## config.mk

```make
export PLATFORM = sky130hd
export DESIGN_NAME = iso_fifo
export DESIGN_NICKNAME = d
export VERILOG_FILES = /design/src/rtl/core/iso_pkg.sv /design/src/rtl/core/iso_fifo.sv
export SDC_FILE = /design/constraint.sdc
export NUM_CORES = 1
export LEC_CHECK = 0
export BUFFER_PORTS_ARGS = -buffer_cell sky130_fd_sc_hd__buf_2
export CAP_MARGIN = 20
export CORE_AREA = 2 2 302 304
export CTS_BUF_LIST = sky130_fd_sc_hd__clkbuf_4 sky130_fd_sc_hd__clkbuf_8
export DETAILED_ROUTE_END_ITERATION = 7
export DIE_AREA = 0 0 304 306
export PLACE_DENSITY = 0.55
export SYNTH_ARGS = -nofsm -noshare
export SYNTH_HDL_FRONTEND = slang
export SYNTH_SLANG_ARGS = --single-unit
```

## constraint.sdc

```tcl
create_clock -name clk -period 25.9 [get_ports clk]
set_clock_uncertainty 0.15 [all_clocks]
set_input_delay 2.59 -clock clk [delete_from_list [all_inputs] [get_ports clk]]
set_output_delay 2.59 -clock clk [all_outputs]
set_load 0.02 [all_outputs]
```

## src/rtl/core/iso_pkg.sv

```systemverilog
`timescale 1ns / 1ps
package iso_pkg;

  localparam int LEVELS   = 20;
  localparam int LVL_W    = 7;
  localparam int CFG_AW   = 4;
  localparam int IN_W     = 384;
  localparam int OUT_W    = 200;

  // Register indexes on the configuration port.
  localparam logic [1:0] REG_VALUE_MIN  = 2'd0;
  localparam logic [1:0] REG_LEVEL_STEP = 2'd1;
  localparam logic [1:0] REG_TRI_COUNT  = 2'd2;

  // One triangle as it waits in the queue.
  typedef struct packed {
    logic              done;
    logic [2:0][31:0]  val;
    logic [2:0][2:0][31:0] pos;
  } tri_t;

  // Configuration shared by front and back.
  typedef struct packed {
    logic signed [31:0] value_min;
    logic [30:0]        level_step;
    logic [19:0]        triangle_count;
  } cfg_t;

  typedef enum logic [2:0] {
    B_IDLE,
    B_LEVEL,
    B_DIV,
    B_MUL,
    B_OUT
  } back_state_t;

endpackage

```

## src/rtl/core/iso_fifo.sv

```systemverilog
`timescale 1ns / 1ps
module iso_fifo
  import iso_pkg::*;
(
  input  logic clk,
  input  logic rst_n,
  input  logic push,
  input  tri_t push_data,
  output logic full,
  input  logic pop,
  output logic valid,
  output tri_t pop_data
);

  tri_t       mem [2];
  logic       wr_r, wr_nxt;
  logic       rd_r, rd_nxt;
  logic [1:0] cnt_r, cnt_nxt;

  // Two-entry queue between the front and the back.
  always_comb begin
    wr_nxt  = push ? ~wr_r : wr_r;
    rd_nxt  = pop ? ~rd_r : rd_r;
    cnt_nxt = cnt_r;
    if (push && !pop) begin
      cnt_nxt = cnt_r + 2'd1;
    end else if (pop && !push) begin
      cnt_nxt = cnt_r - 2'd1;
    end
  end

  always_ff @(posedge clk) begin
    if (!rst_n) begin
      wr_r  <= 1'b0;
      rd_r  <= 1'b0;
      cnt_r <= '0;
    end else begin
      wr_r  <= wr_nxt;
      rd_r  <= rd_nxt;
      cnt_r <= cnt_nxt;
    end
    if (push) begin
      mem[wr_r] <= push_data;
    end
  end

  assign full     = cnt_r[1];
  assign valid    = (cnt_r != 2'd0);
  assign pop_data = mem[rd_r];

endmodule

```

==> results of run 1 <==
[synthesized netlist by cell type]
library cell	instances
sky130_fd_sc_hd__edfxtp_1	770
sky130_fd_sc_hd__and2_1	4
sky130_fd_sc_hd__mux2_4	30
sky130_fd_sc_hd__buf_2	3
sky130_fd_sc_hd__inv_1	1
sky130_fd_sc_hd__mux2_1	2
sky130_fd_sc_hd__or2_2	1
sky130_fd_sc_hd__ha_1	1
sky130_fd_sc_hd__o21a_1	1
sky130_fd_sc_hd__or3_1	1
sky130_fd_sc_hd__dfxtp_1	5
sky130_fd_sc_hd__o21ai_0	1
sky130_fd_sc_hd__xor2_1	2
sky130_fd_sc_hd__a21boi_0	1
sky130_fd_sc_hd__buf_6	40
sky130_fd_sc_hd__mux2_2	353
sky130_fd_sc_hd__xnor2_1	1
sky130_fd_sc_hd__nor2b_1	2
[area by class of cell]
class	count	area, µm²	area share, %
clock buffers	183	2240	6.21
diodes	22	55.1	0.153
well taps	1176	1470	4.09
clock inverters	57	427	1.19
multi-input cells	400	4570	12.7
inverters	1	3.75	0.0104
repair buffers	791	4010	11.1
flip-flops and latches	775	23200	64.5
[metrics by stage]
stage                     instances  hold WS [ns]  area, µm²
after global routing           3401         0.458      36000
after floorplan                1219         0.405      28200
final                          3405         0.407      36000
after global placement         3143         0.331      33300
after CTS                      3383         0.423      35900
after detailed placement       3143         0.416      33300
[registers in the layout, indices dropped and copies added (netlist names), named ones only]
signal	count
cnt_r	2
mem	770
rd_r	1
wr_r	1
[power breakdown]
group / internal (mW) / switching [mW]
registers: 1.45 / 0.0144
clock network: 0.613 / 0.490
logic: 0.130 / 0.206
[layer usage]
metal	up-vias	global-route usage, %	routed length [µm]
li1	6716	-	-
met1	7465	14.9	25100
met2	568	26.2	37600
met3	149	5.37	4940
met4	12	7.08	1970
met5	-	0	81
[kinds of logic after synthesis]
kind of cell             after synthesis  share of synthesized area (%)
flip-flops                           775                           82.2
multiplexers                         385                           15.7
buffers and inverters                 44                           1.66
AND/OR/NAND/NOR                        8                          0.177
AO/OA/AOI/OAI                          3                         0.0709
XOR/XNOR                               3                         0.0930
adder cells (fa/ha/maj)                1                         0.0443
[how the worst max path moves through the flow]
| stage | end |
|---|---|
| finish | pop_data[188] |
| global placement | mem[1][217] |
| global route | pop_data[268] |
| floorplan | wr_r |
| CTS | pop_data[324] |
| detailed placement | mem[1][217] |
[critical path, stage by stage, from the launching register on]
cell                      delay (ns)
sky130_fd_sc_hd__dfxtp_4        0.62
sky130_fd_sc_hd__buf_12         0.66
sky130_fd_sc_hd__buf_4          0.90
sky130_fd_sc_hd__mux2_2         0.45
sky130_fd_sc_hd__buf_2          0.17
==> impl_metrics.ini, run 1 <==
[clocking]
tritoncts = built
clock_tree.buffer_depth = 3
cts_made_buffers = 135
cts.clk_slew.worst_paths_ns = 0.05
htree_levels = 4
clk_latency_ns = 0.78
cts.sinks = 775
cts_resized = 0
clock-root-buffer = sky130_fd_sc_hd__clkbuf_8
post-cts-setup-buffer-count = 0
cts_hold_buffers_added = 0

[pwr]
vdd_drop_max_v = 0.0000434
totalPowerFinal_mw = 2.91
total_power_per_unit_cell_area_mw_per_mm2 = 80.7
cellLeakagePower_nw = 13.4

[timing]
postLayoutSetupSlackWorst_ns = 19.30
grt_setup_unrepaired = no
max_freq_ghz = 0.151
tmin_final_ns = 6.60
setup-tns-final_ns = 0
maxSlewHeadroom_pct = 25.9
final-setup-viol-count = 0
timing.final.max_slew_violations = 0
worst-slew-pin-transition_ns = 1.11
final-hold-violation-count = 0
fin_crit_sh_pct = 25.5

[global_routing]
antenna_found_initial = 28
first_pass_grt_wire_length_um = 100000
track_usage_pct = 14.6
largest_net_degree_at_the_start_of_global_routing = 152
first_global_vias = 16100
grt.overflow.total = 0

[worst_setup_path]
rr_startpoint = wr_r
rrSetupSlack_ns = 21.78
r2r_end = mem[1][212]
worstSetupPathType = flip-flop to output port
critPathRequiredTime_ns = 23.16
critPathLaunchType = flip-flop
crit_fanout = 151
critPathCaptureType = output port
worst_r2r_path_depth = 4
critPathArrivalTime_ns = 3.86

[final_layout]
layout_commonest_cell = sky130_fd_sc_hd__buf_2
post_route_cells_drive_above_1_share_pct = 62.6
nFillCells = 8211
nNetsFinal = 2494
final_cell_mix = 775 x sky130_fd_sc_hd__buf_2, 770 x sky130_fd_sc_hd__edfxtp_1, 353 x sky130_fd_sc_hd__mux2_2, 138 x sky130_fd_sc_hd__clkbuf_8, 45 x sky130_fd_sc_hd__clkbuf_4
fin_util_pct = 40.2
layout-area-overhead-vs-synth_pct = 27.4

[synth]
synth.distinct_cells = 18
ys_ff_latch = 775
ys_seq_area_share_pct = 82.2
yosys.area.top_type_share_pct = 81.9
ys_warn_count = 0
leading_area_contributor_after_synthesis = sky130_fd_sc_hd__edfxtp_1
netlist_area_mm2 = 0.0282
syn-num-nets = 1609
synth.area.top_cells = sky130_fd_sc_hd__edfxtp_1 82%, sky130_fd_sc_hd__mux2_2 14%, sky130_fd_sc_hd__buf_6 1.6%
syn_avg_cell_area_um2 = 23.2
post_synth_inst_count = 1219

[floorplan]
design.die.area_mm2 = 0.0930
starting_density_of_the_core_pct = 31.5
total_i_o_pin_count = 776
fp.coreArea_mm2 = 0.0896
die_w_um = 304
fp.dieH_um = 306
row_count = 110

[routing]
routed-via-count = 14900
drt_first_pass_iters = 4
detail_route.drc_violations = 0
finalWirelength_um = 69700
avg_wl_per_cell_um = 20.5
drt_iter0_drc = 730
drtAntennaViolNets = 0
vias_per_cell = 4.38

[min_path]
hold_end = cnt_r[1]
hold_path_depth = 2
hold_path_class = flip-flop to flip-flop
worst_hold_startpoint = cnt_r[1]

[place]
detailed_place_hpwl_um = 47900
place_worst_setup_slack_ns = 19.40
finalWeightedCongestion = 0.795
port_buffers = 775

[run_status]
run_status = completed

[run]
drv.max_cap_violation_count = 0
Note: power is estimated with default switching activity, not from simulation.
==> inputs of run 2 (changes only) <==
==> constraint.sdc (replaced) <==
create_clock -name clk -period 6.6 [get_ports clk]
set_clock_uncertainty 0.15 [all_clocks]
set_input_delay 0.66 -clock clk [delete_from_list [all_inputs] [get_ports clk]]
set_output_delay 0.66 -clock clk [all_outputs]
set_load 0.02 [all_outputs]
==> run 2 against run 1 <==
Non-clock buffer count up 384. Power rose to 4.0 times the previous value. Core utilization up 4.2 points. Routed wire length up 7.8%. Largest power group unchanged. Highest routed layer unchanged.
==> impl_metrics.ini, run 2 (synthesis gave the netlist of run 1 again) <==
[run_status]
run_status = completed

[timing]
fin_crit_sh_pct = 65.0
tmin_final_ns = 4.29
postLayoutSetupSlackWorst_ns = 2.31
final-hold-violation-count = 0
worst-slew-pin-transition_ns = 1.31
final-setup-viol-count = 0
final.hold.worst_slack_ns = 0.284
timing.final.max_slew_violations = 0
grt_setup_unrepaired = no
max_freq_ghz = 0.233
maxSlewHeadroom_pct = 12.5

[pwr]
totalPowerFinal_mw = 11.5
power_switching_mw = 2.85
vdd_drop_max_v = 0.000200
clkPwrFrac_pct = 36.6
cellLeakagePower_nw = 15.0
switching_share_pct = 24.8
total_power_per_unit_cell_area_mw_per_mm2 = 289
combinationalPowerShare_pct = 13.3
power.sequential.fraction_pct = 50.2
power_report.internal_total_mw = 8.66

[routing]
finalWirelength_um = 75200
drt_iter0_drc = 953
vias_per_cell = 4.37
drtAntennaViolNets = 0
avg_wl_per_cell_um = 20.0
routed-via-count = 16400
detail_route.drc_violations = 0
drt_first_pass_iters = 4

[clocking]
clk_latency_ns = 0.77
cts.clk_slew.worst_paths_ns = 0.05
clock-root-buffer = sky130_fd_sc_hd__clkbuf_8
cts_made_buffers = 135
tritoncts = built
htree_levels = 4
cts.sinks = 775
clock_tree.buffer_depth = 3

[min_path]
hold_path_class = primary input to flip-flop

[final_layout]
largest_register_ff_count = 770
post_route_cells_drive_above_1_share_pct = 53.0
biggestRegsByFlops = mem: 770 flops, cnt_r: 2 flops
registers.top_by_ff_count = mem
nNetsFinal = 2878
fin_util_pct = 44.4
layout_commonest_cell = sky130_fd_sc_hd__buf_2
post_route_non_filler_standard_cell_count = 3766
final_cell_mix = 775 x sky130_fd_sc_hd__buf_2, 770 x sky130_fd_sc_hd__edfxtp_1, 388 x sky130_fd_sc_hd__dlygate4sd3_1, 353 x sky130_fd_sc_hd__mux2_2, 139 x sky130_fd_sc_hd__clkbuf_8
layout-area-overhead-vs-synth_pct = 40.9

[global_routing]
track_usage_pct = 15.8
first_global_vias = 18300
antenna_found_initial = 6
largest_net_degree_at_the_start_of_global_routing = 150
first_pass_grt_wire_length_um = 110000
grt.overflow.total = 0

[floorplan]
total_i_o_pin_count = 776
die_w_um = 304
starting_density_of_the_core_pct = 31.5
design.die.area_mm2 = 0.0930
fp.coreArea_mm2 = 0.0896
row_count = 110
fp.dieH_um = 306

[worst_setup_path]
critPathLaunchType = flip-flop
crit_buf_inv = 2
critPathArrivalTime_ns = 3.48
crit_fanout = 149
critPathCaptureType = output port
critPathRequiredTime_ns = 5.79
critPathTopFamily = flip-flops
cp_slowest_stage_delay_ns = 1.02
worstSetupPathType = flip-flop to output port
cp_cell_instances = buf_12 -> mux2_2 -> buf_2
crit_path_top_delay_cell = sky130_fd_sc_hd__dfxtp_4

[run]
drv.max_cap_violation_count = 0

[place]
place_worst_setup_slack_ns = 3.21
finalWeightedCongestion = 0.846
place.detailed.instances = 3139
port_buffers = 775
detailed_place_hpwl_um = 50300
## run 2: cell types whose count changed in the layout (fill, tap and decap cells not counted), sizes merged
cell         previous run  this run
dlygate4sd3             0       388
diode                  22         3
clkbuf                183       178
buf                   791       787
clkinvlp                3         7
inv                     9         5
clkinv                 41        44
bufinv                  5         3
## run 2: power groups by stage
stage / Combinational, mW / Sequential (mW) / Clock (mW)
global route: 1.61 / 5.80 / 4.59
detailed placement: 1.34 / 5.88 / 0
finish: 1.53 / 5.78 / 4.21
floorplan: 0.846 / 5.88 / 0
CTS: 1.54 / 5.78 / 4.37
global placement: 1.32 / 5.87 / 0
## run 2: worst reg2reg max path, stage by stage (launching register included)
cell and delay [ns]:
sky130_fd_sc_hd__dfxtp_1 0.38, sky130_fd_sc_hd__and2_4 0.69, sky130_fd_sc_hd__buf_4 0.88
## run 2: final timing paths
kind	start	to	slack, ns	cells past startpoint
worst max-delay path	flip-flop	pop_data[203]	2.31	3
worst min-delay path	push	cnt_r[1]	0.28	4
worst max register to register	wr_r	mem[1][103]	4.02	2
worst min register to register	cnt_r[1]	cnt_r[1]	0.41	2
## run 2: cell type report
class                   count  area, µm²
clock buffers             178       2210
fillers                  7837      49800
diodes                      3       7.51
inverters                   1       3.75
multi-input cells         400       4570
repair buffers           1175       7950
clock inverters            58        355
well taps                1176       1470
flip-flops and latches    775      23200
## run 2: routing by layer
layer  vias up  GRT usage [%]  wire (µm)
li1       7444              -          -
met1      8180           16.4      27100
met2       635           28.3      39800
met3       179           5.47       5170
met4         4           7.78       3060
met5         -              0         26
## run 2: timing repair
item | in CTS | in global routing
gates resized for setup | 0 | 0
buffers inserted | 0 | 0
endpoints found under the hold margin | 775 | 0
endpoints found under the setup margin | 0 | 0
hold buffers | 388 | 0
## run 2: per-stage QoR
step	area (µm²)	setup TNS, ns
after floorplan	28300	-156.62
after global placement	33300	0
after detailed placement	33300	0
after CTS	39800	0
after global routing	39800	0
final	39800	0
