File: config.mk
export PLATFORM = sky130hd
export DESIGN_NAME = iso_front
export DESIGN_NICKNAME = d
export VERILOG_FILES = /design/src/rtl/core/iso_pkg.sv /design/src/rtl/core/iso_front.sv
export SDC_FILE = /design/constraint.sdc
export NUM_CORES = 1
export LEC_CHECK = 0
export ABC_AREA = 1
export BUFFER_PORTS_ARGS = -buffer_cell sky130_fd_sc_hd__buf_2
export CAP_MARGIN = 20
export CORE_AREA = 3 3 336 338
export DETAILED_ROUTE_END_ITERATION = 10
export DIE_AREA = 0 0 339 341
export PLACE_DENSITY = 0.35
export SKIP_LAST_GASP = 1
export SYNTH_ARGS = -nofsm -noshare
export SYNTH_HDL_FRONTEND = slang
export SYNTH_SLANG_ARGS = --single-unit
File: constraint.sdc
create_clock -name clk -period 3.9 [get_ports clk]
set_input_delay 0.78 -clock clk [delete_from_list [all_inputs] [get_ports clk]]
set_output_delay 0.78 -clock clk [all_outputs]
set_load 0.005 [all_outputs]
File: src/rtl/core/iso_pkg.sv
`timescale 1ns / 1ps
package iso_pkg;

  localparam int LEVELS   = 20;
  localparam int LVL_W    = 7;
  localparam int CFG_AW   = 4;
  localparam int IN_W     = 384;
  localparam int OUT_W    = 200;

  // Register indexes on the configuration port.
  localparam logic [1:0] REG_VALUE_MIN  = 2'd0;
  localparam logic [1:0] REG_LEVEL_STEP = 2'd1;
  localparam logic [1:0] REG_TRI_COUNT  = 2'd2;

  // One triangle as it waits in the queue.
  typedef struct packed {
    logic              done;
    logic [2:0][31:0]  val;
    logic [2:0][2:0][31:0] pos;
  } tri_t;

  // Configuration shared by front and back.
  typedef struct packed {
    logic signed [31:0] value_min;
    logic [30:0]        level_step;
    logic [19:0]        triangle_count;
  } cfg_t;

  typedef enum logic [2:0] {
    B_IDLE,
    B_LEVEL,
    B_DIV,
    B_MUL,
    B_OUT
  } back_state_t;

endpackage

File: src/rtl/core/iso_front.sv
`timescale 1ns / 1ps
module iso_front
  import iso_pkg::*;
(
  input  logic            clk,
  input  logic            rst_n,
  input  cfg_t            cfg,
  input  logic            in_tvalid,
  output logic            in_tready,
  input  logic [IN_W-1:0] in_tdata,
  input  logic            q_full,
  output logic            q_push,
  output tri_t            q_data
);

  logic [19:0] seen_r, seen_nxt;
  logic        done;

  assign in_tready = !q_full;
  assign q_push    = in_tvalid && !q_full;

  // Batch counter: the triangle that reaches the count closes the batch.
  always_comb begin
    done     = ({1'b0, seen_r} + 21'd1) >= {1'b0, cfg.triangle_count};
    seen_nxt = seen_r;
    if (q_push) begin
      seen_nxt = done ? 20'd0 : seen_r + 20'd1;
    end
  end

  always_ff @(posedge clk) begin
    if (!rst_n) begin
      seen_r <= '0;
    end else begin
      seen_r <= seen_nxt;
    end
  end

  assign q_data.pos  = in_tdata[287:0];
  assign q_data.val  = in_tdata[383:288];
  assign q_data.done = done;

endmodule

==> results.sh, run 1 <==
export IMPL_final_area_mm2=0.00415
export IMPL_synth_top_area_share=0.586
export IMPL_rsz0062_at_grt="no"
export IMPL_routed_wl_um=35000
export IMPL_grt_ovfl_total=0
export IMPL_drtAntennaViolNets=0
export IMPL_holdPathStages=2
export IMPL_async_flop_share=0
export IMPL_ff2ff_setup_slack_ps=990
export IMPL_hold_violations=0
export IMPL_vias=2752
export IMPL_crit_chain="ha_1 -> nand2_1 -> nor2_4 -> nand2_4 -> inv_4 -> nand2_1 -> xor2_2 -> inv_1 -> ha_1 -> nand2_1 -> nor2_2 -> inv_1 -> nor3_2 -> nand2_1 -> nand3_2 -> nand2_1 -> nand2_2 -> buf_2"
export IMPL_cp_slowest_stage_delay_ps=370
export IMPL_clockBufferDepth=2
export IMPL_total_power_mw=0.522
export IMPL_finalSetupTns_ps=0
export IMPL_yosysWarnings=0
export IMPL_skew_ps=2.96
export IMPL_reg2reg_from="seen_r[0]"
export IMPL_synth_ff_type="dfxtp_1"
export IMPL_cp_data_required_time_ps=3120
export IMPL_drive_above_1_share=0.179
export IMPL_drtIter0Drc=80
export IMPL_startpoint_type="flop"
export IMPL_grtUsageTotal=0.0574
export IMPL_yosysSeqAreaShare=0.0812
export IMPL_peakVddDrop_uv=92.1
export IMPL_tightest_slew_ps=627
export IMPL_placed_area_mm2=0.00402
export IMPL_clk_latency_ps=260
export IMPL_max_cap_violations=0
export IMPL_reg_top3="seen_r: 20 flops"
export IMPL_yosys_top_cells_area="buf_4 (59%), dfxtp_1 (8.1%), nand2_1 (6.6%)"
export IMPL_die_y_um=341
export IMPL_final_core_utilization=0.0376
export IMPL_crit_top_cell="nand2_1"
export IMPL_synthDistinctLibCells=28
export IMPL_area_delta_synth_final_pct=-15.9
export IMPL_core_area_mm2=0.110
export IMPL_cts_max_level=1
export IMPL_rows=122
export IMPL_synth_fp_nets=1215
export IMPL_initial_core_util=0.0447
export IMPL_ios=858
export IMPL_dieArea_mm2=0.116
export IMPL_drv_slew=0
export IMPL_syn_avg_cell_area_um2=6.82
export IMPL_synth_top_cell_by_area="buf_4"
export IMPL_crit_arrival_ps=2780
export IMPL_grt_max_degree=40
export IMPL_clock_sinks=20
export IMPL_fin_nets=857
export IMPL_crit_fanout=6
export IMPL_netlist_instances=723
export IMPL_clkTransAtPathRegs_ps=60
export IMPL_hold_buffers=0
export IMPL_hpwl_um=32300
export IMPL_post_cts_buffers=0
export IMPL_critPathKind="reg2out"
export IMPL_cts_tree="built"
export IMPL_grt_pass1_wl_um=40800
export IMPL_r2r_cells=17
export IMPL_synth_most_common_cell="buf_4"
export IMPL_holdPathEnd="seen_r[19]"
export IMPL_max_flop_register="seen_r"
export IMPL_p_leak_nw=1.22
export IMPL_status="finished, final reports clean"
export IMPL_synth_area_mm2=0.00493
export IMPL_ys_top_cells_by_count="buf_4 (385), nand2_1 (87), inv_1 (58)"
export IMPL_first_global_vias=2769
export IMPL_antenna_found_initial=3
export IMPL_synth_edff_count=0
export IMPL_power_density_mw_per_mm2=126
export IMPL_largest_reg_flops=20
export IMPL_place_gp_congestion=0.611
export IMPL_period_share=0.913
export IMPL_vias_per_cell=1.48
export IMPL_die_w_um=339
export IMPL_drt_first_pass_iters=4
export IMPL_cp_end_kind="primary output"
export IMPL_hp_start="seen_r[19]"
export IMPL_io_buffers=26
export IMPL_post_route_min_period_ps=3560
export IMPL_relSlewSlack=0.579
export IMPL_synth_seq_cells=20
export IMPL_wl_per_cell_um=18.9
export IMPL_max_freq_ghz=0.281
export IMPL_finalSetupViolCount=0
export IMPL_drcViolationCount=0
export IMPL_cts_root_buf="clkbuf_16"
export IMPL_numCtsBuffers=3
export IMPL_reg2reg_to="seen_r[16]"
export IMPL_hp_class="reg2reg"
export IMPL_crit_slowest_cell="dfxtp_4"
## cell type report
| type | instances | area [um^2] |
|---|---|---|
| Sequential cell | 20 | 404 |
| Fill cell | 13200 | 106000 |
| Tap cell | 1488 | 1860 |
| Clock buffer | 4 | 88.8 |
| Timing Repair Buffer | 31 | 168 |
| Inverter | 63 | 239 |
| Multi-Input combinational cell | 246 | 1390 |
| Antenna cell | 2 | 5.00 |
## cell usage in the layout (no fill, tap or decap), drive strengths merged
cell    instances
and3            2
nand2          90
xnor2           3
diode           2
inv            62
a21o            2
ha             21
nor2           50
clkinv          1
a21oi          27
nand4           4
dfxtp          20
xor2            3
or2             1
nand3          34
o21bai          3
o21ai           3
clkbuf          4
buf            31
nor3            3
## worst max-delay path: cells and delay by family (launching register included)
family	cells	cell delay, ps
simple gates	11	1170
flops	1	370
xor+xnor	1	160
buf+inv	4	370
fa+ha+maj	2	460
## through the flow
stage	std cells	hold slack [ps]	setup slack, ps
2_1_floorplan	723	445	728
5_1_grt	1852	498	16.9
3_3_place_gp	1848	461	193
4_1_cts	1852	469	39.9
3_5_place_dp	1848	460	174
6_report	1854	470	338
## power by group
part	switching (mW)	total (mW)	internal [mW]	leakage, nW
Clock	0.0872	0.244	0.157	0.0442
Combinational	0.0495	0.0711	0.0216	1.02
Sequential	0.00149	0.207	0.205	0.162
## metal layers
layer	GRT usage	share of wire	up-vias
li1	-	-	1107
met1	0.0385	0.23	1023
met2	0.0849	0.42	495
met3	0.0825	0.31	125
met4	0.0200	0.038	2
met5	0.00458	0.0020	-
## cell families after synthesis
family	share of synthesized area
AND/OR/NAND/NOR	0.173
AO/OA/AOI/OAI	0.0380
adder cells (fa/ha/maj)	0.0533
XOR/XNOR	0.0107
flip-flops	0.0812
buffers and inverters	0.644
## how the worst max path moves through the flow
| stage | start | endpoint | slack [ps] | depth (start not counted) |
|---|---|---|---|---|
| 4_1_cts | seen_r[0] | q_data[384] | 40 | 18 |
| 2_1_floorplan | seen_r[0] | q_data[384] | 730 | 19 |
| 3_3_place_gp | seen_r[0] | q_data[384] | 190 | 18 |
| 3_5_place_dp | seen_r[0] | q_data[384] | 170 | 18 |
| 6_report | seen_r[0] | q_data[384] | 340 | 18 |
| 5_1_grt | seen_r[0] | q_data[384] | 20 | 16 |
## what timing repair did
action / in CTS / in global routing
pin swaps: 0 / 1
endpoints found under the setup margin: 1 / 1
gates resized for setup: 2 / 7
Power figures use the tool's default switching activity.
==> run 2, diff against run 1 <==
CORE_AREA = 2 2 335 337   (was 3 3 336 338)
CTS_CLUSTER_SIZE = 30   (was not set)
DIE_AREA = 0 0 337 339   (was 0 0 339 341)
RECOVER_POWER = 25   (was not set)
==> run 2 against run 1 <==
  * Worst setup slack worse by 99 ps
  * Register-to-register slack hardly changed
  * Combinational power hardly changed
  * Total power is 0.18% lower
  * Cell area hardly changed
  * Largest power group unchanged
  * Sequential share of layout area hardly changed
==> results.sh, run 2 (same netlist as run 1, synthesis figures left out) <==
export IMPL_status="finished, final reports clean"
export IMPL_first_global_vias=2710
export IMPL_grt_ovfl_total=0
export IMPL_total_power_mw=0.521
export IMPL_p_sw_mw=0.137
export IMPL_wl_per_cell_um=18.1
export IMPL_area_delta_synth_final_pct=-15.8
export IMPL_grt_pass1_wl_um=38800
export IMPL_fin_nets=858
export IMPL_antenna_found_initial=4
export IMPL_holdPathStages=2
export IMPL_drive_above_1_share=0.178
export IMPL_power_density_mw_per_mm2=125
export IMPL_skew_ps=1.12
export IMPL_tightest_slew_ps=646
export IMPL_ff2ff_setup_slack_ps=1000
export IMPL_pwr_share_comb=0.137
export IMPL_hpwl_um=30600
export IMPL_mostFrequentLayoutCells="nand2_1 (85), inv_1 (58), nor2_1 (43), a21oi_1 (27), buf_2 (26)"
export IMPL_p_leak_nw=1.22
export IMPL_largest_reg_flops=20
export IMPL_grtUsageTotal=0.0560
export IMPL_worst_slack_ps=238
export IMPL_max_cap_violations=0
export IMPL_drv_slew=0
export IMPL_ios=858
export IMPL_reg2reg_from="seen_r[0]"
export IMPL_internal_power_mw=0.384
export IMPL_r2r_cells=17
export IMPL_cp_end_kind="primary output"
export IMPL_clk_latency_ps=260
export IMPL_max_flop_register="seen_r"
export IMPL_place_gp_congestion=0.685
export IMPL_post_route_min_period_ps=3660
export IMPL_crit_fanout=3
export IMPL_cts_tree="built"
export IMPL_drtIter0Drc=111
export IMPL_post_cts_buffers=0
export IMPL_critPathKind="reg2out"
export IMPL_drt_first_pass_iters=4
export IMPL_period_share=0.939
export IMPL_hp_class="reg2reg"
export IMPL_cts_max_level=1
export IMPL_reg2reg_to="seen_r[9]"
export IMPL_core_area_mm2=0.110
export IMPL_relSlewSlack=0.567
export IMPL_grt_max_degree=40
export IMPL_netSwitchingFraction=0.263
export IMPL_reg_top3="seen_r: 20 flops"
export IMPL_startpoint_type="flop"
export IMPL_clockBufferDepth=2
export IMPL_cts_root_buf="clkbuf_16"
export IMPL_clock_sinks=20
export IMPL_clkTransAtPathRegs_ps=60
export IMPL_numCtsBuffers=3
export IMPL_holdPathEnd="seen_r[19]"
export IMPL_drcViolationCount=0
export IMPL_die_y_um=339
export IMPL_vias=2706
export IMPL_hold_violations=0
export IMPL_final_common_cell="nand2_1"
export IMPL_crit_arrival_ps=2880
export IMPL_die_w_um=337
export IMPL_drtAntennaViolNets=0
export IMPL_final_core_utilization=0.0376
export IMPL_routed_wl_um=33600
export IMPL_clkPwrFrac=0.466
export IMPL_peakVddDrop_uv=148
export IMPL_p_seq_frac=0.397
export IMPL_cp_data_required_time_ps=3120
export IMPL_vias_per_cell=1.46
export IMPL_rows=122
export IMPL_max_freq_ghz=0.273
export IMPL_hp_start="seen_r[19]"
export IMPL_pre_cts_ws_ps=211
export IMPL_io_buffers=26
export IMPL_initial_core_util=0.0447
export IMPL_dieArea_mm2=0.114
export IMPL_finalSetupViolCount=0
-- run 2: routing by layer --
| layer | routed length (um) | global-route usage |
|---|---|---|
| met1 | 7060 | 0.0350 |
| met2 | 12500 | 0.0730 |
| met3 | 11200 | 0.0845 |
| met4 | 2850 | 0.0418 |
| met5 | 0 | 0 |
-- run 2: worst max-delay path, stage by stage (launching register included) --
cell and delay, ps:
dfxtp_4 370, ha_2 190, nand2_2 80, nor2_4 160, nand2_4 90, nor2_4 160
xnor2_1 210, inv_1 90, ha_1 300, nand2_1 60, nor2_2 100, inv_1 60
nor3_1 120, nand2_1 90, nand3_2 110, nand2_1 90, nand2_2 90, buf_6 130
buf_2 110
-- run 2: repair_timing --
item	4_1_cts	5_1_grt
endpoints found under the setup margin	1	1
hold buffers	0	0
pin swaps	0	1
gates resized for setup	2	8
-- run 2: final cells by class --
class | instances | area (um^2)
Antenna cell | 2 | 5.00
Timing Repair Buffer | 32 | 179
Multi-Input combinational cell | 246 | 1380
Inverter | 63 | 239
Fill cell | 13200 | 106000
Clock buffer | 4 | 88.8
Sequential cell | 20 | 404
Tap cell | 1488 | 1860
-- run 2: worst max-delay path by stage --
stage              start           to  slack, ps
2_1_floorplan  seen_r[0]  q_data[384]        730
3_3_place_gp   seen_r[0]  q_data[384]        210
3_5_place_dp   seen_r[0]  q_data[384]        210
4_1_cts        seen_r[0]  q_data[384]         10
5_1_grt        seen_r[1]  q_data[384]         -8
6_report       seen_r[0]  q_data[384]        240
-- run 2: stage by stage --
stage | TNS [ps] | area [um^2] | hold WS, ps | std cells
final | 0 | 4150 | 465 | 1855
after global placement | 0 | 4030 | 458 | 1849
after floorplan | 0 | 4930 | 445 | 723
after global routing | -8.40 | 4150 | 503 | 1854
after CTS | 0 | 4120 | 466 | 1853
after detailed placement | 0 | 4030 | 456 | 1849
-- run 2: power by group through the flow --
stage | registers [mW] | logic (mW) | clock network (mW)
after global placement | 0.211 | 0.0757 | 0
final | 0.207 | 0.0712 | 0.243
after CTS | 0.207 | 0.0764 | 0.256
after detailed placement | 0.211 | 0.0760 | 0
after global routing | 0.207 | 0.0841 | 0.265
after floorplan | 0.211 | 0.349 | 0
==> run 3, diff against run 2 <==
clock period = 3.12 ns   (was 3.9 ns; I/O delays follow)
==> run 3 against run 2 <==
  * The flow now finishes with violations (setup timing)
  * Global-route usage up 0.086 points
  * Highest routed layer unchanged
  * Clock skew rose by 4.5 ps
  * First-iteration DRC count down 12%
  * Critical path depth did not move
  * Combinational power up 46%
  * Clock power increased by 26%
  * Largest power group unchanged
  * Sequential cell count is the same
  * Non-clock buffer count up 43
==> results.sh, run 3 (same netlist as run 1, synthesis figures left out) <==
export IMPL_status="finished with violations"
export IMPL_violations="setup timing"
export IMPL_cts_tree="built"
export IMPL_initial_core_util=0.0447
export IMPL_clkTransAtPathRegs_ps=70
export IMPL_ff2ff_setup_slack_ps=300
export IMPL_p_leak_nw=1.49
export IMPL_drtIter0Drc=98
export IMPL_clockBufferDepth=2
export IMPL_nFillCells=13200
export IMPL_hold_buffers=0
export IMPL_rsz0062_at_grt="yes"
export IMPL_cp_data_required_time_ps=2500
export IMPL_vias=2898
export IMPL_mostFrequentLayoutCells="nand2_1 (65), inv_1 (49), buf_4 (44), nor2_1 (35)"
export IMPL_worst_slack_ps=-154
export IMPL_placed_area_mm2=0.00433
export IMPL_pwr_share_comb=0.156
export IMPL_grtUsageTotal=0.0569
export IMPL_drcViolationCount=0
export IMPL_max_flop_register="seen_r"
export IMPL_core_area_mm2=0.110
export IMPL_reg_top3="seen_r: 20 flops"
export IMPL_clkPwrFrac=0.459
export IMPL_clock_sinks=20
export IMPL_relSlewSlack=0.540
export IMPL_largest_reg_flops=20
export IMPL_io_buffers=26
export IMPL_rows=122
export IMPL_power_density_mw_per_mm2=140
export IMPL_critPathKind="reg2out"
export IMPL_p_seq_frac=0.385
export IMPL_tightest_slew_ps=686
export IMPL_cpLargestDelayFamily="simple AND/OR/NAND/NOR gates"
export IMPL_ios=858
export IMPL_finalSetupViolCount=1
export IMPL_antenna_found_initial=4
export IMPL_total_power_mw=0.666
export IMPL_fin_nets=901
export IMPL_clk_latency_ps=260
export IMPL_cp_end_kind="primary output"
export IMPL_max_cap_violations=0
export IMPL_first_global_vias=2917
export IMPL_crit_chain="ha_4 -> nand2_4 -> nor2_4 -> nand2_4 -> buf_4 -> xor2_2 -> inv_1 -> ha_1 -> nand2_2 -> nor2_1 -> nand3_1 -> nand2_1 -> nor2_1 -> nand3_2 -> nand2_2 -> nand2_2 -> buf_12 -> buf_6"
export IMPL_period_share=1.05
export IMPL_cts_max_level=1
export IMPL_final_common_cell="nand2_1"
export IMPL_peakVddDrop_uv=137
export IMPL_final_area_mm2=0.00477
export IMPL_max_freq_ghz=0.305
export IMPL_numCtsBuffers=3
export IMPL_post_route_min_period_ps=3270
export IMPL_crit_arrival_ps=2650
export IMPL_finalSetupTns_ps=-154
export IMPL_die_y_um=339
export IMPL_grt_ovfl_total=0
export IMPL_n_antenna_cell=0
export IMPL_drtAntennaViolNets=0
export IMPL_routed_wl_um=34100
export IMPL_grt_max_degree=40
export IMPL_hpwl_um=30900
export IMPL_internal_power_mw=0.487
export IMPL_cp_slowest_stage_delay_ps=370
export IMPL_drive_above_1_share=0.414
export IMPL_area_delta_synth_final_pct=-3.30
export IMPL_hold_violations=0
export IMPL_die_w_um=337
export IMPL_drv_slew=0
export IMPL_dieArea_mm2=0.114
export IMPL_grt_pass1_wl_um=39500
export IMPL_wl_per_cell_um=18.0
export IMPL_crit_fanout=3
export IMPL_netSwitchingFraction=0.269
export IMPL_pre_cts_ws_ps=-153
export IMPL_crit_slowest_cell="dfxtp_4"
export IMPL_crit_buf_inv=4
export IMPL_hp_class="reg2reg"
export IMPL_dp_cells=1887
export IMPL_vias_per_cell=1.53
export IMPL_crit_top_cell="nand2_2"
export IMPL_cts_root_buf="clkbuf_16"
export IMPL_skew_ps=5.63
export IMPL_stdcell_count=1896
export IMPL_drt_first_pass_iters=4
export IMPL_place_gp_congestion=0.662
export IMPL_p_sw_mw=0.179
export IMPL_startpoint_type="flop"
==> run 3: cell count changes in the layout (fill, tap and decap cells not counted), moves of 4 or more <==
| cell | previous run | this run |
|---|---|---|
| nor2_1 | 43 | 35 |
| dfxtp_2 | 0 | 6 |
| inv_2 | 3 | 11 |
| dfxtp_1 | 19 | 11 |
| ha_1 | 20 | 15 |
| inv_1 | 58 | 49 |
| ha_4 | 0 | 6 |
| buf_4 | 5 | 44 |
| nor2_4 | 5 | 11 |
| nand2_1 | 85 | 65 |
| buf_6 | 1 | 5 |
| nand2_2 | 4 | 21 |
==> run 3: routing by layer <==
layer,vias to the layer above,GRT usage,part of all wire
met5,-,0,0
met4,0,0.0408,0.082
met3,172,0.0837,0.32
met2,436,0.0770,0.38
met1,1101,0.0350,0.21
li1,1189,-,-
==> run 3: worst paths after layout <==
check                  start     endpoint  cells past startpoint
setup reg to reg   seen_r[0]    seen_r[9]                     18
hold reg to reg   seen_r[19]   seen_r[19]                      2
setup / recovery   seen_r[0]  q_data[384]                     18
hold / removal    seen_r[19]   seen_r[19]                      2
==> run 3: power by group through the flow <==
| stage | Clock, mW | Combinational, mW | Sequential [mW] |
|---|---|---|---|
| 6_report | 0.306 | 0.104 | 0.257 |
| 5_1_grt | 0.328 | 0.120 | 0.257 |
| 4_1_cts | 0.318 | 0.104 | 0.259 |
| 3_5_place_dp | 0 | 0.0978 | 0.263 |
| 3_3_place_gp | 0 | 0.0978 | 0.263 |
| 2_1_floorplan | 0 | 0.437 | 0.264 |
==> run 3: stage by stage <==
| stage | utilization | hold WS, ps |
|---|---|---|
| after detailed placement | 0.0392 | 458 |
| after CTS | 0.0411 | 468 |
| after global routing | 0.0432 | 508 |
| after global placement | 0.0392 | 462 |
| final | 0.0432 | 470 |
| after floorplan | - | 445 |
==> run 3: cell type report <==
| type | count | area, um^2 | area share |
|---|---|---|---|
| clock buffers | 4 | 88.8 | 0.0186 |
| well taps | 1488 | 1860 | 0.390 |
| multi-input cells | 246 | 1630 | 0.341 |
| inverters | 63 | 241 | 0.0506 |
| flip-flops and latches | 20 | 419 | 0.0879 |
| repair buffers | 75 | 532 | 0.111 |
==> run 3: timing repair <==
action / in CTS / in global routing
buffers inserted: 1 / 4
endpoints found under the setup margin: 1 / 16
pin swaps: 17 / 25
resized for setup: 31 / 58
==> run 3: worst min-delay path: stages (launching register included) <==
cell and delay [ps]:
dfxtp_1 310, nand2_1 60, a21oi_1 60
